<file path="src/design/salp_pkg.sv">
`default_nettype none
// ----------------------------------------------------------------------------
// salp_pkg
// Shared types and constants for the sensor ascii line parser.
// ----------------------------------------------------------------------------
package salp_pkg;

  localparam int LineDepthDef = 16;
  localparam int ReadingW     = 26;
  localparam int NumDigits    = 6;

  localparam logic [7:0] ChLf    = 8'h0A;
  localparam logic [7:0] ChCr    = 8'h0D;
  localparam logic [7:0] ChPct   = 8'h25;
  localparam logic [7:0] ChZero  = 8'h30;
  localparam logic [7:0] ChSpace = 8'h20;
  localparam logic [7:0] ChP     = 8'h70;
  localparam logic [7:0] ChM     = 8'h6D;

  // digit weights per line position, percent mode skips positions 2 and 5
  localparam logic signed [ReadingW-1:0] PctWeight [NumDigits] = '{
    26'sd1000, 26'sd100, 26'sd0, 26'sd10, 26'sd1, 26'sd0
  };
  localparam logic signed [ReadingW-1:0] PpmWeight [NumDigits] = '{
    26'sd100000, 26'sd10000, 26'sd1000, 26'sd100, 26'sd10, 26'sd1
  };

  // snapshot of a completed line, handed to the decoder
  typedef struct packed {
    logic [NumDigits-1:0][7:0] lead_bytes;
    logic                      unit_ppm;
    logic                      overflow;
  } salp_line_t;

endpackage
`default_nettype wire

</file>
<file path="src/design/salp_decode.sv">
`default_nettype none
// ----------------------------------------------------------------------------
// salp_decode
// Turns the leading bytes of a completed line into a signed decimal reading.
// ----------------------------------------------------------------------------
module salp_decode (
  input  wire salp_pkg::salp_line_t             line_i,
  output logic signed [salp_pkg::ReadingW-1:0]  reading_o
);

  logic signed [8:0]                    digit [salp_pkg::NumDigits];
  logic signed [salp_pkg::ReadingW-1:0] term  [salp_pkg::NumDigits];
  logic signed [salp_pkg::ReadingW-1:0] weight[salp_pkg::NumDigits];
  logic                                 skip  [salp_pkg::NumDigits];

  always_comb begin
    for (int i = 0; i < salp_pkg::NumDigits; i++) begin
      digit[i]  = $signed({1'b0, line_i.lead_bytes[i]}) - $signed({1'b0, salp_pkg::ChZero});
      weight[i] = line_i.unit_ppm ? salp_pkg::PpmWeight[i] : salp_pkg::PctWeight[i];
      // percent mode only drops a leading space, ppm drops any space digit
      skip[i]   = (line_i.lead_bytes[i] == salp_pkg::ChSpace) && (line_i.unit_ppm || i == 0);
      term[i]   = skip[i] ? '0 : salp_pkg::ReadingW'(salp_pkg::ReadingW'(digit[i]) * weight[i]);
    end
  end

  assign reading_o = (term[0] + term[1]) + (term[2] + term[3]) + (term[4] + term[5]);

endmodule
`default_nettype wire

</file>
<file path="src/design/sensor_ascii_line_parser_core.sv">
`default_nettype none
// an accepted LF loads the snapshot stage, whose decoded reading moves into the output register once that can advance
// throughput: one byte per cycle while in_stall_o is low; a stalled output holds one line in the snapshot stage
// input stall rises only when the snapshot stage is full and the full output register is stalled
// reset: async active low, clears line position, mode, overflow flag and leading bytes
// ----------------------------------------------------------------------------
// sensor_ascii_line_parser_core
// Collects serial bytes into lines and reports the decoded reading on CR LF.
// ----------------------------------------------------------------------------
module sensor_ascii_line_parser_core #(
  parameter int LINE_DEPTH = salp_pkg::LineDepthDef
) (
  input  wire                                clk_i,
  input  wire                                rst_ni,
  input  wire                                in_valid_i,
  output logic                               in_stall_o,
  input  wire  [7:0]                         rx_byte_i,
  output logic                               out_valid_o,
  input  wire                                out_stall_i,
  output logic signed [salp_pkg::ReadingW-1:0] reading_o,
  output logic                               unit_ppm_o,
  output logic                               line_overflow_o
);

  localparam int PosW = $clog2(LINE_DEPTH + 1);

  logic [PosW-1:0] wr_pos_q, wr_pos_d;
  logic            mode_q, mode_d;
  logic            ovf_q, ovf_d;
  logic [salp_pkg::NumDigits-1:0][7:0] lead_q, lead_d;
  logic [3:0][7:0] hist_q, hist_d;   // hist_q[k] is the byte k+1 places back

  logic                 snap_valid_q;
  salp_pkg::salp_line_t snap_q, snap_d;
  logic                 out_valid_q;
  logic signed [salp_pkg::ReadingW-1:0] reading_q, reading_d;
  logic                 unit_ppm_q, line_ovf_q;

  logic accept, full, line_end, pct_hit, ppm_hit, out_adv;

  assign out_adv    = !out_valid_q || !out_stall_i;
  assign in_stall_o = snap_valid_q && !out_adv;
  assign accept     = in_valid_i && !in_stall_o;
  assign full       = (wr_pos_q == PosW'(LINE_DEPTH));

  assign line_end = (rx_byte_i == salp_pkg::ChLf) && (wr_pos_q >= PosW'(1)) &&
                    (hist_q[0] == salp_pkg::ChCr);
  assign pct_hit  = (wr_pos_q >= PosW'(3)) && (hist_q[2] == salp_pkg::ChSpace) &&
                    (hist_q[1] == salp_pkg::ChPct);
  assign ppm_hit  = (wr_pos_q >= PosW'(4)) && (hist_q[3] == salp_pkg::ChP) &&
                    (hist_q[2] == salp_pkg::ChP) && (hist_q[1] == salp_pkg::ChM);

  always_comb begin
    wr_pos_d = wr_pos_q;
    mode_d   = mode_q;
    ovf_d    = ovf_q;
    lead_d   = lead_q;
    hist_d   = hist_q;
    if (accept) begin
      if (full) begin
        ovf_d = 1'b1;
      end else begin
        for (int i = 0; i < salp_pkg::NumDigits; i++) begin
          if (wr_pos_q == PosW'(i)) begin
            lead_d[i] = rx_byte_i;
          end
        end
        hist_d   = {hist_q[2:0], rx_byte_i};
        wr_pos_d = wr_pos_q + PosW'(1);
      end
      if (line_end) begin
        if (ppm_hit) begin
          mode_d = 1'b1;
        end else if (pct_hit) begin
          mode_d = 1'b0;
        end
        wr_pos_d = '0;
        ovf_d    = 1'b0;
      end
    end
  end

  // snapshot of the line as it stands after the LF, so the next line can start at once
  always_comb begin
    snap_d.lead_bytes = lead_d;
    snap_d.unit_ppm   = ppm_hit ? 1'b1 : (pct_hit ? 1'b0 : mode_q);
    snap_d.overflow   = ovf_q || full;
  end

  salp_decode u_decode (
    .line_i    (snap_q),
    .reading_o (reading_d)
  );

  always_ff @(posedge clk_i or negedge rst_ni) begin
    if (!rst_ni) begin
      wr_pos_q     <= '0;
      mode_q       <= 1'b0;
      ovf_q        <= 1'b0;
      lead_q       <= '0;
      snap_valid_q <= 1'b0;
      out_valid_q  <= 1'b0;
    end else begin
      wr_pos_q <= wr_pos_d;
      mode_q   <= mode_d;
      ovf_q    <= ovf_d;
      lead_q   <= lead_d;
      if (accept && line_end) begin
        snap_valid_q <= 1'b1;
      end else if (out_adv) begin
        snap_valid_q <= 1'b0;
      end
      if (out_adv) begin
        out_valid_q <= snap_valid_q;
      end
    end
  end

  always_ff @(posedge clk_i) begin
    hist_q <= hist_d;
    if (accept && line_end) begin
      snap_q <= snap_d;
    end
    if (out_adv && snap_valid_q) begin
      reading_q  <= reading_d;
      unit_ppm_q <= snap_q.unit_ppm;
      line_ovf_q <= snap_q.overflow;
    end
  end

  assign out_valid_o     = out_valid_q;
  assign reading_o       = reading_q;
  assign unit_ppm_o      = unit_ppm_q;
  assign line_overflow_o = line_ovf_q;

endmodule
`default_nettype wire

</file>
<file path="config.mk">
export PLATFORM = sky130hd
export DESIGN_NAME = sensor_ascii_line_parser_core
export DESIGN_NICKNAME = d
export VERILOG_FILES = /design/src/design/salp_pkg.sv /design/src/design/salp_decode.sv /design/src/design/sensor_ascii_line_parser_core.sv
export SDC_FILE = /design/constraint.sdc
export NUM_CORES = 1
export LEC_CHECK = 0
export ABC_CLOCK_PERIOD_IN_PS = 10900
export BUFFER_PORTS_ARGS = -buffer_cell sky130_fd_sc_hd__buf_2
export CAP_MARGIN = 0
export CORE_MARGIN = 2
export CORE_UTILIZATION = 66
export CTS_CLUSTER_DIAMETER = 150
export DETAILED_ROUTE_END_ITERATION = 10
export PLACE_DENSITY_LB_ADDON = 0.2
export SLEW_MARGIN = 40
export SYNTH_ARGS = -nofsm -noshare
export SYNTH_HDL_FRONTEND = slang
export SYNTH_HIERARCHICAL = 1
export SYNTH_SLANG_ARGS = --single-unit
</file>
<file path="constraint.sdc">
create_clock -name clk_i -period 10.9 [get_ports clk_i]
set_input_delay 1.09 -clock clk_i [delete_from_list [all_inputs] [get_ports clk_i]]
set_output_delay 1.09 -clock clk_i [all_outputs]
set_load 0.02 [all_outputs]
</file>
==> results.toml <==
[status]
outcome = "finished clean"

[clock_tree]
clk_latency_ns = 0.43
cts_setup_buffers = 0
cts_buffers = 17
htree_levels = 4
root_buffer = "clkbuf_16"
cts_tree = "built"
clockBufferDepth = 2
clkTransAtPathRegs_ns = 0.08
cts_resized = 0
cts.sinks = 167
cts_hold_buf = 0

[timing]
timing.fmax_ghz = 0.105
finalCritPeriodShare = 0.874
hold_viol_final = 0
layout_setup_ws_ns = 1.38
tns_ns = 0
drv_slew = 0
tightest_slew_ns = 0.818
rsz0062_at_grt = "false"
finClkSkew_ns = 0.0159
finalSetupViolations = 0
maxSlewHeadroom = 0.450
hold_slack_ns = 0.433
fin_crit_ns = 9.52

[finish]
drive_gt1_frac = 0.0872
diodes = 0
fill_cells = 2143
fin_cells = 2333
layout.nets = 2475
seqCellArea_um2 = 4730
area_growth_pct = 6.94
multi_input_area_um2 = 13100

[floorplan]
rows = 62
coreArea_um2 = 28900
io_pins = 42
fp.dieW_um = 175
die_y_um = 175
initial_utilization = 0.672
die_area_um2 = 30800

[place]
placedCellCount = 2300
dp_hpwl_um = 32200
pre_cts_slack_ns = 1.38
gp_congestion = 0.921
portBuffers = 41

[detailed_routing]
wl_per_cell_um = 16.7
drtIter0Drc = 725
ant_nets = 0
vias = 13000
drc_errors = 0
wirelength_um = 39000
vias_per_cell = 5.58
drt_pass1_iterations = 5

[critical_path]
arrival_ns = 9.69
reg2reg_depth = 28
cp_common_cell = "fa_1"
rr_startpoint = "snap_q[30]"
required_ns = 11.07
end_kind = "flip-flop"
crit_slowest_cell = "fa_1"
setup.worst_path.class = "flip-flop to flip-flop"
reg2reg_to = "reading_o[25]"
cp_slowest_stage_delay_ns = 0.86
start_kind = "flip-flop"
cp_max_fo = 7
r2r_slack_ns = 1.38

[synthesis]
synth_flop_cell = "edfxtp_1"
avgSynthCellArea_um2 = 10.3
ys_seq_elements = 167
synth_top_cells_by_count = "424 x inv_1, 302 x ha_1, 225 x fa_1"
synth.cell_area_um2 = 19400
ys_seq_area_frac = 0.244
ys_warn_count = 6
async_reset_ff_frac = 0.341
yosysTopAreaCellShare = 0.232
ys_types = 72
synth_most_common_cell = "inv_1"
synth_cells = 1881
synthTopCellsByArea = "fa_1 23%, ha_1 19%, edfxtp_1 17%, inv_1 8.2%, dfrtp_1 7.4%"
yosysTopAreaCell = "fa_1"
synth_edf_count = 110

[grt]
grt_max_degree = 73
grt-ovfl-total = 0
grt_use_total = 0.263
grt_pass1_vias = 13200
antenna_found_initial = 0
grt_pass1_wl_um = 63800

[worst_hold_path]
min_path_type = "flip-flop to flip-flop"
hp-start = "snap_q[0]"
whs_endpoint = "line_overflow_o"
min_path_cells = 0

[power_and_ir_drop]
p_leak_nw = 10.7
power_density_nw_per_um2 = 82.7
ir_drop_mv = 0.137

[flow_run]
drv_cap = 0
[where the power goes]
group          switching, mW  internal (mW)
Sequential            0.0317          0.760
Combinational          0.177          0.144
Clock                  0.292          0.311
[routing by layer]
| metal | global-route usage | up-vias | part of all wire |
|---|---|---|---|
| li1 | - | 6209 | - |
| met1 | 0.360 | 6430 | 0.45 |
| met2 | 0.440 | 319 | 0.48 |
| met3 | 0.0457 | 57 | 0.051 |
| met4 | 0.0685 | 0 | 0.020 |
| met5 | 0 | - | 0 |
[kinds of logic (layout without fill, tap and decap cells)]
family	count (synthesis)	in the layout	share of synthesized area
other	2	11	0.000387
xor gates and xnor gates	86	86	0.0402
and+or+nand+nor	414	414	0.109
DFF	167	167	0.244
buffers and inverters	447	506	0.0869
adders and majority gates	527	527	0.427
AOI/OAI and AO/OA	185	185	0.0625
muxes	53	53	0.0305
[placed cells by master (no fill, tap or decap), types with 6 or more instances in the layout]
cell | Yosys | layout
inv_1 | 424 | 424
ha_1 | 302 | 302
fa_1 | 225 | 225
edfxtp_1 | 110 | 110
nand2_1 | 105 | 105
nor2_1 | 91 | 90
xnor2_1 | 60 | 60
a21oi_1 | 59 | 59
dfrtp_1 | 57 | 57
mux2_2 | 49 | 49
buf_2 | 0 | 41
o21ai_0 | 35 | 35
nand3_1 | 34 | 34
and2_1 | 30 | 30
a21o_1 | 28 | 28
xor2_1 | 24 | 24
nor3_1 | 24 | 22
nand2b_1 | 21 | 21
or2_2 | 20 | 20
nor4_1 | 19 | 18
clkbuf_16 | 0 | 17
nor2b_1 | 17 | 17
or3_1 | 13 | 13
conb_1 | 2 | 11
o211ai_1 | 9 | 9
and3_1 | 9 | 9
o21bai_1 | 8 | 8
buf_4 | 0 | 7
a31oi_1 | 6 | 6
[worst max-delay path by stage]
stage / cells after the start / slack, ns / from / to
final: 28 / 1.38 / snap_q[30] / reading_o[25]
after global routing: 28 / 0.88 / snap_q[30] / reading_o[25]
after CTS: 28 / 1.37 / snap_q[30] / reading_o[25]
after detailed placement: 28 / 1.38 / snap_q[30] / reading_o[25]
after global placement: 28 / 1.61 / snap_q[30] / reading_o[25]
after floorplan: 28 / 1.65 / snap_q[30] / reading_o[25]
[worst max-delay path, delay by kind of cell, from the launching register on]
family                     cells  cell delay, ns
AOI/OAI and AO/OA              9            1.64
xor gates and xnor gates       1            0.13
adders and majority gates     10            4.68
buffers and inverters          4            0.47
DFF                            1            0.47
muxes                          1            0.20
and+or+nand+nor                3            1.65
[through the flow]
step / util / cell area [um^2] / power, mW
after CTS: 0.718 / 20700 / 1.73
after global placement: 0.697 / 20100 / 1.09
final: 0.719 / 20800 / 1.72
after global routing: 0.719 / 20800 / 1.80
after detailed placement: 0.698 / 20100 / 1.11
after floorplan: - / 19400 / 1.04
[cell type report]
type	instances	share of cell area
multi-input combinational	1276	0.629
sequential	167	0.228
inverter	424	0.0767
tap	384	0.0232
clock buffer	18	0.0207
timing repair buffer	50	0.0141
clock inverter	14	0.00820
[flip-flops by register name (all words and copies together), names as in the netlist]
signal           count
out_valid_o          1
lead_q              48
line_overflow_o      1
snap_valid_q         1
reading_o           26
ovf_q                1
mode_q               1
wr_pos_q             5
unit_ppm_o           1
hist_q              32
snap_q              50
Note: power is estimated with default switching activity, not from simulation.
